===== config.mk =====
export PLATFORM = sky130hd
export DESIGN_NAME = byte_run_length_encoder
export DESIGN_NICKNAME = d
export VERILOG_FILES = /design/src/rtl/brle_pkg.sv /design/src/rtl/byte_run_length_encoder.sv /design/src/rtl/brle_result_fifo.sv
export SDC_FILE = /design/constraint.sdc
export NUM_CORES = 1
export LEC_CHECK = 0
export BUFFER_PORTS_ARGS = -buffer_cell sky130_fd_sc_hd__buf_2
export CORE_UTILIZATION = 50
export CTS_CLUSTER_DIAMETER = 150
export DETAILED_ROUTE_END_ITERATION = 8
export PLACE_DENSITY = 0.8
export RECOVER_POWER = 50
export SLEW_MARGIN = 10
export SYNTH_ARGS = -nofsm -noshare
export SYNTH_HDL_FRONTEND = slang
export SYNTH_SLANG_ARGS = --single-unit

===== constraint.sdc =====
create_clock -name aclk -period 5.7 [get_ports aclk]
set_clock_uncertainty 0.2 [all_clocks]
set_input_delay 1.14 -clock aclk [delete_from_list [all_inputs] [get_ports aclk]]
set_output_delay 1.14 -clock aclk [all_outputs]
set_load 0.02 [all_outputs]

===== src/rtl/brle_pkg.sv =====
package brle_pkg;

    // Largest extra-repeat count that fits in one count byte
    localparam logic [7:0] COUNT_MAX = 8'd255;

    // Depth of the result queue between the encoder and the output port
    localparam int unsigned RESULT_DEPTH = 4;

    // One encoded result item
    typedef struct packed {
        logic [7:0] out_byte;
        logic       is_count;
        logic       last_of_item;
        logic       stream_end;
    } result_t;

    localparam int unsigned RESULT_W = $bits(result_t);

endpackage


===== src/rtl/byte_run_length_encoder.sv =====
// Run-length encoder for a byte stream with a double-byte escape. Bytes pass
// through as literals until two equal literals follow each other; further
// copies are swallowed and counted (up to 255), and the count byte, flagged by
// m_is_count, is sent when a different byte arrives, the count is full, or the
// stream ends (s_final_byte). An input item yields zero, one or two result
// items; m_last_of_item marks the last one of each input and m_stream_end the
// last one of the stream, after which the encoder is back in its reset state.
// The encoder takes one input item per cycle whenever its four-entry result
// queue has room for two items; the output port drains one item per cycle
// while m_ready is high, so the sustained rate is one input per cycle as long
// as inputs average at most one result, and one result per cycle otherwise.
// Results are registered in the result queue before reaching the output port.
module byte_run_length_encoder (
    input  logic       aclk,
    input  logic       aresetn,
    input  logic       s_valid,
    output logic       s_ready,
    input  logic [7:0] s_data_byte,
    input  logic       s_final_byte,
    output logic       m_valid,
    input  logic       m_ready,
    output logic [7:0] m_out_byte,
    output logic       m_is_count,
    output logic       m_last_of_item,
    output logic       m_stream_end
);

    logic [7:0] prev_byte_reg;
    logic [7:0] prev_byte_next;
    logic       pair_armed_reg;
    logic       pair_armed_next;
    logic       in_run_reg;
    logic       in_run_next;
    logic [7:0] run_count_reg;
    logic [7:0] run_count_next;

    logic              accept;
    logic              hit;
    logic [1:0]        res_num;
    logic [1:0]        push_num;
    brle_pkg::result_t res0;
    brle_pkg::result_t res1;
    brle_pkg::result_t out_item;
    logic              room2;

    assign s_ready = room2;
    assign accept  = s_valid && s_ready;
    assign hit     = (s_data_byte == prev_byte_reg);

    // Encode one item against the run state
    always_comb begin
        prev_byte_next  = prev_byte_reg;
        pair_armed_next = pair_armed_reg;
        in_run_next     = in_run_reg;
        run_count_next  = run_count_reg;
        res0            = '0;
        res1            = '0;
        res_num         = 2'd0;

        if (in_run_reg) begin
            if (hit && (run_count_reg != brle_pkg::COUNT_MAX)) begin
                // Swallow the repeat; report the count only at end of stream
                run_count_next = run_count_reg + 8'd1;
                res0.out_byte  = run_count_reg + 8'd1;
                res0.is_count  = 1'b1;
                res_num        = s_final_byte ? 2'd1 : 2'd0;
            end else begin
                // Close the run, then send the breaking byte as a literal
                res0.out_byte   = run_count_reg;
                res0.is_count   = 1'b1;
                res1.out_byte   = s_data_byte;
                res1.is_count   = 1'b0;
                res_num         = 2'd2;
                in_run_next     = 1'b0;
                run_count_next  = '0;
                prev_byte_next  = s_data_byte;
                pair_armed_next = 1'b1;
            end
        end else begin
            res0.out_byte = s_data_byte;
            res0.is_count = 1'b0;
            if (pair_armed_reg && hit) begin
                // Second of a pair: start counting
                in_run_next     = 1'b1;
                run_count_next  = '0;
                pair_armed_next = 1'b0;
                res1.out_byte   = '0;
                res1.is_count   = 1'b1;
                res_num         = s_final_byte ? 2'd2 : 2'd1;
            end else begin
                prev_byte_next  = s_data_byte;
                pair_armed_next = 1'b1;
                res_num         = 2'd1;
            end
        end

        // Mark the last result of the item and of the stream
        res0.last_of_item = (res_num == 2'd1);
        res0.stream_end   = s_final_byte && (res_num == 2'd1);
        res1.last_of_item = 1'b1;
        res1.stream_end   = s_final_byte;

        // Drop back to the start state after the final byte
        if (s_final_byte) begin
            prev_byte_next  = '0;
            pair_armed_next = 1'b0;
            in_run_next     = 1'b0;
            run_count_next  = '0;
        end
    end

    assign push_num = accept ? res_num : 2'd0;

    always_ff @(posedge aclk) begin
        if (!aresetn) begin
            prev_byte_reg  <= '0;
            pair_armed_reg <= 1'b0;
            in_run_reg     <= 1'b0;
            run_count_reg  <= '0;
        end else if (accept) begin
            prev_byte_reg  <= prev_byte_next;
            pair_armed_reg <= pair_armed_next;
            in_run_reg     <= in_run_next;
            run_count_reg  <= run_count_next;
        end
    end

    // Queue results toward the output port
    brle_result_fifo #(
        .DEPTH (brle_pkg::RESULT_DEPTH)
    ) u_result_fifo (
        .aclk     (aclk),
        .aresetn  (aresetn),
        .wr_num   (push_num),
        .wr_data0 (res0),
        .wr_data1 (res1),
        .wr_room2 (room2),
        .rd_valid (m_valid),
        .rd_ready (m_ready),
        .rd_data  (out_item)
    );

    assign m_out_byte     = out_item.out_byte;
    assign m_is_count     = out_item.is_count;
    assign m_last_of_item = out_item.last_of_item;
    assign m_stream_end   = out_item.stream_end;

endmodule


===== src/rtl/brle_result_fifo.sv =====
module brle_result_fifo #(
    parameter int unsigned DEPTH = 4
) (
    input  logic                    aclk,
    input  logic                    aresetn,
    // Write side: up to two items per cycle, first item in wr_data0
    input  logic [1:0]              wr_num,
    input  brle_pkg::result_t       wr_data0,
    input  brle_pkg::result_t       wr_data1,
    output logic                    wr_room2,
    // Read side
    output logic                    rd_valid,
    input  logic                    rd_ready,
    output brle_pkg::result_t       rd_data
);

    localparam int unsigned PW = (DEPTH > 1) ? $clog2(DEPTH) : 1;
    localparam int unsigned CW = $clog2(DEPTH + 1);
    localparam logic [PW-1:0] LAST_IDX = PW'(DEPTH - 1);
    localparam logic [CW-1:0] ROOM_LIMIT = CW'(DEPTH - 2);

    brle_pkg::result_t  mem_reg [DEPTH];
    logic [PW-1:0]      wr_ptr_reg;
    logic [PW-1:0]      wr_ptr_next;
    logic [PW-1:0]      wr_ptr_plus1;
    logic [PW-1:0]      rd_ptr_reg;
    logic [PW-1:0]      rd_ptr_next;
    logic [CW-1:0]      count_reg;
    logic [CW-1:0]      count_next;
    logic               pop;

    function automatic logic [PW-1:0] ptr_inc(input logic [PW-1:0] p);
        ptr_inc = (p == LAST_IDX) ? '0 : p + PW'(1);
    endfunction

    assign rd_valid = (count_reg != '0);
    assign rd_data  = mem_reg[rd_ptr_reg];
    assign pop      = rd_valid && rd_ready;
    assign wr_room2 = (count_reg <= ROOM_LIMIT);

    // Advance pointers and occupancy
    always_comb begin
        wr_ptr_plus1 = ptr_inc(wr_ptr_reg);
        unique case (wr_num)
            2'd0:    wr_ptr_next = wr_ptr_reg;
            2'd1:    wr_ptr_next = wr_ptr_plus1;
            default: wr_ptr_next = ptr_inc(wr_ptr_plus1);
        endcase
        rd_ptr_next = pop ? ptr_inc(rd_ptr_reg) : rd_ptr_reg;
        count_next  = count_reg + CW'(wr_num) - CW'(pop);
    end

    always_ff @(posedge aclk) begin
        if (!aresetn) begin
            wr_ptr_reg <= '0;
            rd_ptr_reg <= '0;
            count_reg  <= '0;
        end else begin
            wr_ptr_reg <= wr_ptr_next;
            rd_ptr_reg <= rd_ptr_next;
            count_reg  <= count_next;
        end
    end

    // Store written items
    always_ff @(posedge aclk) begin
        if (wr_num != 2'd0) begin
            mem_reg[wr_ptr_reg] <= wr_data0;
        end
        if (wr_num == 2'd2) begin
            mem_reg[wr_ptr_plus1] <= wr_data1;
        end
    end

endmodule

Word level (Yosys, flattened, before mapping) --
Memories as Yosys holds them, arrays and structs flattened. A register that Yosys moved wholly into a read port is not among the register bits. Cells that the tools add are included.
Operators by class: reductions and logical operators 12, add/subtract/negate cells 6, equality and inequality tests 10, $lt $le $gt $ge 1, mux-type cells 37
Operators with widths (count):
- two-way mux 8 bit | 8
- two-way mux 9 bit | 4
- two-way mux 2 bit | 10
- two-way mux 1 bit | 14
- adder 8 x 1 -> 8 bit, second input constant | 1
- == test 2 bit, second input constant | 4
- == test 8 bit | 1
- != test 8 bit, second input constant | 1
- adder 2 x 1 -> 2 bit, second input constant | 3
- != test 3 bit, second input constant | 2
- nonzero test 3 bit | 2
- logical AND 1 bit | 5
- == test 2 x 1 -> 1 bit, second input constant | 2
- case mux 2 bit (2 select lines) | 1
- AND reduction 2 bit | 2
- adder 3 x 2 -> 3 bit | 1
- less-or-equal comparator 3 x 2 -> 1 bit, second input constant | 1
- AND reduction 3 bit | 1
- subtractor 3 x 1 -> 3 bit | 1
- zero test 2 bit | 1
- nonzero test 2 bit | 1
Word-level totals: register bits 25, output and inout port bits 13, memories 1, memory bits (writable) 44, input bits 13, word-level logic and storage cells 74
Memory list:
- u_result_fifo.mem_reg | depth 4, width 11, read ports 1, clocked after memory_dff 1, write ports 2, RTL line brle_result_fifo.sv:22 | brle_pkg::result_t mem_reg [DEPTH];

Logic depth before layout (Yosys ltp) --
word-level depth 8, gate-level depth with buffers 13, mapped depth without buffers 10

Hierarchy --
From an unflattened synthesis, not the netlist that was laid out.
Second synthesis, totals: cell total of the unflattened synthesis 333, area, all modules 4105.2 um^2
By module, submodules not included:
- brle_result_fifo | sequential area each 1501.4 um^2, instances 1, cells an instance 175, area each 2827.7 um^2
- byte_run_length_encoder | sequential area each 360.3 um^2, instances 1, cells an instance 158, area each 1277.5 um^2

Worst setup path before layout --
No wires, ideal clock.
path type input port to flip-flop, from in s_data_byte[6], to reg u_result_fifo.count_reg[2], setup slack 1.676 ns, stages 13, required time 5.372 ns, buffers on the path 3, arrival time 3.696 ns, library setup time 0.128 ns, cells stage by stage buf_6 > xor2_4 > or4_4 > buf_6 > nor2_8 > a21oi_1 > buf_2 > o21ai_0 > ha_1 > fa_1 > xnor2_1 > xnor2_1 > nor2_1
Between the ends: word-level cells in the longest chain between the ends 7, elaborated cells between the ends (all ways) 9, those cells by class 2 x add/sub; 1 x eq/ne; 4 x mux; 2 x reduce/logical
RTL lines:
- start, declared | RTL line byte_run_length_encoder.sv:18 | input logic [7:0] s_data_byte,
- == test 8 bit (*) | RTL line byte_run_length_encoder.sv:48 | assign hit = (s_data_byte == prev_byte_reg);
- logical AND 1 bit, on equally long branches | RTL line byte_run_length_encoder.sv:82, byte_run_length_encoder.sv:61
- two-way mux 2 bit, on equally long branches | RTL line byte_run_length_encoder.sv:82, byte_run_length_encoder.sv:61
- two-way mux 2 bit (*) | RTL line byte_run_length_encoder.sv:60 | if (in_run_reg) begin
- two-way mux 2 bit (*) | RTL line byte_run_length_encoder.sv:112 | assign push_num = accept ? res_num : 2'd0;
- adder 3 x 2 -> 3 bit (*) | RTL line brle_result_fifo.sv:50 | count_next = count_reg + CW'(wr_num) - CW'(pop);
- subtractor 3 x 1 -> 3 bit (*) | RTL line brle_result_fifo.sv:50
- end signal, assigned | RTL line brle_result_fifo.sv:61 | count_reg <= count_next;
- end, declared | RTL line brle_result_fifo.sv:28 | logic [CW-1:0] count_reg;
Every way passes the cells marked *; elsewhere a longest branch is shown, timed or not. A chain may end at the register's enable or synchronous reset.

Final worst setup path --
from in s_data_byte[1], to reg u_result_fifo.count_reg[2]
The elaborated chain is that of the path after synthesis.

==> results.sh <==
export IMPL_outcome="finished, final reports clean"
export IMPL_p_switching_w=0.0004991
export IMPL_p_int_w=0.0009889
export IMPL_synth_warnings=0
export IMPL_fillers=762
export IMPL_finalCriticalPeriod_ns=4.327
export IMPL_setup_viol=0
export IMPL_hpwl_um=8340
export IMPL_timing_final_ws_setup_ns=1.373
export IMPL_cts_tree="built"
export IMPL_initial_core_util_pct=51.88
export IMPL_fin_nets=447
export IMPL_synth_cells=411
export IMPL_pin_count=26
export IMPL_max_cap_viol_count=0
export IMPL_drt_total_wl_um=11250
export IMPL_clkTransAtPathRegs_ns=0.08
export IMPL_cp_cell_sequence="buf_2, xor2_1, or4_1, nor2_8, a21oi_1, o21ai_0, ha_1, fa_1, xnor2_1, xnor2_1, nor2_1"
export IMPL_critPathLaunchType="input pin"
export IMPL_ys_async_sr_fraction_pct=0
export IMPL_cts_setup_buffers=0
export IMPL_path_class="input pin to flip-flop"
export IMPL_dp_cells=514
export IMPL_clockBufferDepth=2
export IMPL_overflow=0
export IMPL_tightest_slew_ns=1.135
export IMPL_cts_hold_buf=0
export IMPL_htree_levels=3
export IMPL_min_delay_path_class="flip-flop to flip-flop"
export IMPL_dr_pass1_iters=7
export IMPL_cts_made_buffers=9
export IMPL_pwr_share_clk_pct=28.0
export IMPL_place_gp_congestion=1.016
export IMPL_largest_reg_flops=44
export IMPL_slew_violations=0
export IMPL_core_area_mm2=0.008258
export IMPL_rows=33
export IMPL_crit_buf_inv=1
export IMPL_wl_per_cell_um=21.23
export IMPL_crit_slowest_cell="a21oi_1"
export IMPL_diodes=0
export IMPL_ys_ff_latch=71
export IMPL_top_layer_used="met4"
export IMPL_finalCritPeriodShare_pct=75.91
export IMPL_finalPower_w=0.001488
export IMPL_fin_cells=530
export IMPL_p_sw_share_pct=33.54
export IMPL_synthFlopType="edfxtp_1"
export IMPL_slew_headroom_pct=24.30
export IMPL_die_x_um=94.57
export IMPL_fmax_mhz=231.1
export IMPL_clock_latency_ns=0.35
export IMPL_netlist_cell_type_count=67
export IMPL_ant_nets=0
export IMPL_cp_arrival_ns=4.35
export IMPL_max_stage_delay_ns=0.88
export IMPL_dieArea_mm2=0.008943
export IMPL_peakVddDrop_mv=0.2054
export IMPL_fin_tns_setup_ns=0
export IMPL_vias_per_cell=6.702
export IMPL_synth_edf_count=40
export IMPL_final_layout_size_suffix_gt1_share_pct=12.71
export IMPL_die_y_um=94.57
export IMPL_comb_power_share_pct=27.5
export IMPL_grt_pass1_wl_um=17830
export IMPL_syn_area_per_cell_um2=10.42
export IMPL_root_buffer="clkbuf_8"
export IMPL_pwr_share_seq_pct=44.5
export IMPL_port_buffers=25
export IMPL_clock_sinks=71
export IMPL_pre_cts_slack_ns=1.067
export IMPL_worstSetupEndpointType="flip-flop"
export IMPL_cts_resized=0
export IMPL_grt_use_total_pct=27.01
export IMPL_crit_path_max_fanout=18
export IMPL_area_delta_synth_final_pct=4.585
export IMPL_p_leak_nw=1.546
export IMPL_powerDensity_mw_per_mm2=332.1
export IMPL_crit_family="compound AO/OA/AOI/OAI gates"
export IMPL_cp_data_required_time_ns=5.73
export IMPL_yosysSeqAreaShare_pct=42.52
export IMPL_wl_met1_um=4781
export IMPL_critPathMostFrequentCell="xnor2_1"
export IMPL_finalHoldViolations=0
export IMPL_multiInputGateArea_mm2=0.002160
export IMPL_whs_ns=0.2934
export IMPL_wl_met2_um=5299
export IMPL_seqCellArea_mm2=0.001822
export IMPL_grt_pass1_vias=3315
export IMPL_rsz0062_at_grt="no"
export IMPL_antenna_found_initial=0
export IMPL_drc=0
export IMPL_vias=3552
export IMPL_wl_met3_um=840
export IMPL_first_iter_violations=299
export IMPL_synth_nets=438
export IMPL_grt_max_degree=27
export IMPL_synth_cell_area_mm2=0.004284
-- stage by stage --
stage / util (%) / instance area [µm²]
4_1_cts: 55.27 / 4564
6_report: 54.26 / 4481
3_3_place_gp: 52.77 / 4358
2_1_floorplan: - / 4284
5_1_grt: 54.26 / 4481
3_5_place_dp: 52.77 / 4358
-- logic make-up (layout without fill, tap and decap cells) --
group | after synthesis | after routing | synth area share, %
buffers and inverters | 37 | 51 | 5.549
xor gates and xnor gates | 10 | 10 | 2.658
and+or+nand+nor | 149 | 149 | 19.71
muxes | 11 | 11 | 5.783
AOI/OAI and AO/OA | 119 | 119 | 19.51
DFF | 71 | 71 | 42.52
adders and majority gates | 14 | 14 | 4.264
-- area by class of cell --
type                    instances  area share (%)
repair buffers                 26           2.541
flip-flops and latches         71           40.66
clock inverters                 6           1.536
multi-input cells             303           48.20
well taps                     105           2.932
inverters                       9           1.061
clock buffers                  10           3.072
-- power by group through the flow --
stage               sequential [W]  combinational (W)  clock [W]
detailed placement        0.000676           0.000428          0
finish                    0.000662           0.000410   0.000416
global placement          0.000672           0.000418          0
global route              0.000674           0.000456   0.000448
floorplan                 0.000649           0.000345          0
CTS                       0.000664           0.000430   0.000424
-- layout by cell type (no fill, tap or decap), types with 3 or more instances in the layout --
cell,n
nor2_1,18
ha_1,13
a21boi_0,4
and3_1,3
nand4_1,15
o22ai_1,22
o21ai_0,16
a21o_1,5
nor4_1,3
and2_1,4
clkbuf_1,15
a31oi_1,11
edfxtp_1,40
xor2_1,6
inv_1,7
o31ai_1,15
nor3_1,6
nand2_1,43
a22o_1,7
nand3_1,32
dfxtp_1,31
buf_2,10
clkbuf_8,10
and2_0,4
a21oi_1,16
mux4_2,11
a32o_1,4
-- worst min-delay path: cells and delay by family, from the launching register on --
family | cells | cell delay [ns]
DFF | 1 | 0.31
and+or+nand+nor | 1 | 0.07
AOI/OAI and AO/OA | 1 | 0.06
-- cells in the mapped netlist (all sizes together), types with 3 or more instances --
master  number  area [µm²]
nand3       34       180.2
nand2       43       161.4
o21ai       16       80.08
a31oi       11       68.82
a21oi       16       80.08
nor4         4       55.05
clkbuf      12       75.07
xor2         8       96.35
a21boi       4       30.03
edfxtp      40        1201
mux4        11       247.7
ha          13       162.7
nor3         7       40.04
buf         16       115.1
dfxtp       31       620.6
or4          4       37.53
a32o         4       40.04
and2         8       52.55
o31ai       15       126.4
nor2        19       87.58
nand4       15       127.6
o22ai       24       162.7
a21o         6       46.30
and3         3       18.77
inv          7       26.28
a22o         8       71.32
-- metal layers --
metal / vias to the layer above / track usage, %
li1: 1621 / -
met1: 1701 / 35.37
met2: 199 / 43.84
met3: 31 / 5.797
met4: 0 / 9.975
met5: - / 0
-- final timing paths --
kind / endpoint / from / depth (start not counted) / slack [ns]
setup / recovery: u_result_fifo.count_reg[2] / s_data_byte[1] / 11 / 1.37
hold / removal: u_result_fifo.mem_reg[3][1] / u_result_fifo.mem_reg[3][1] / 2 / 0.29
setup reg to reg: u_result_fifo.count_reg[2] / run_count_reg[0] / 10 / 1.70
hold reg to reg: u_result_fifo.mem_reg[3][1] / u_result_fifo.mem_reg[3][1] / 2 / 0.29
Power figures use the tool's default switching activity.
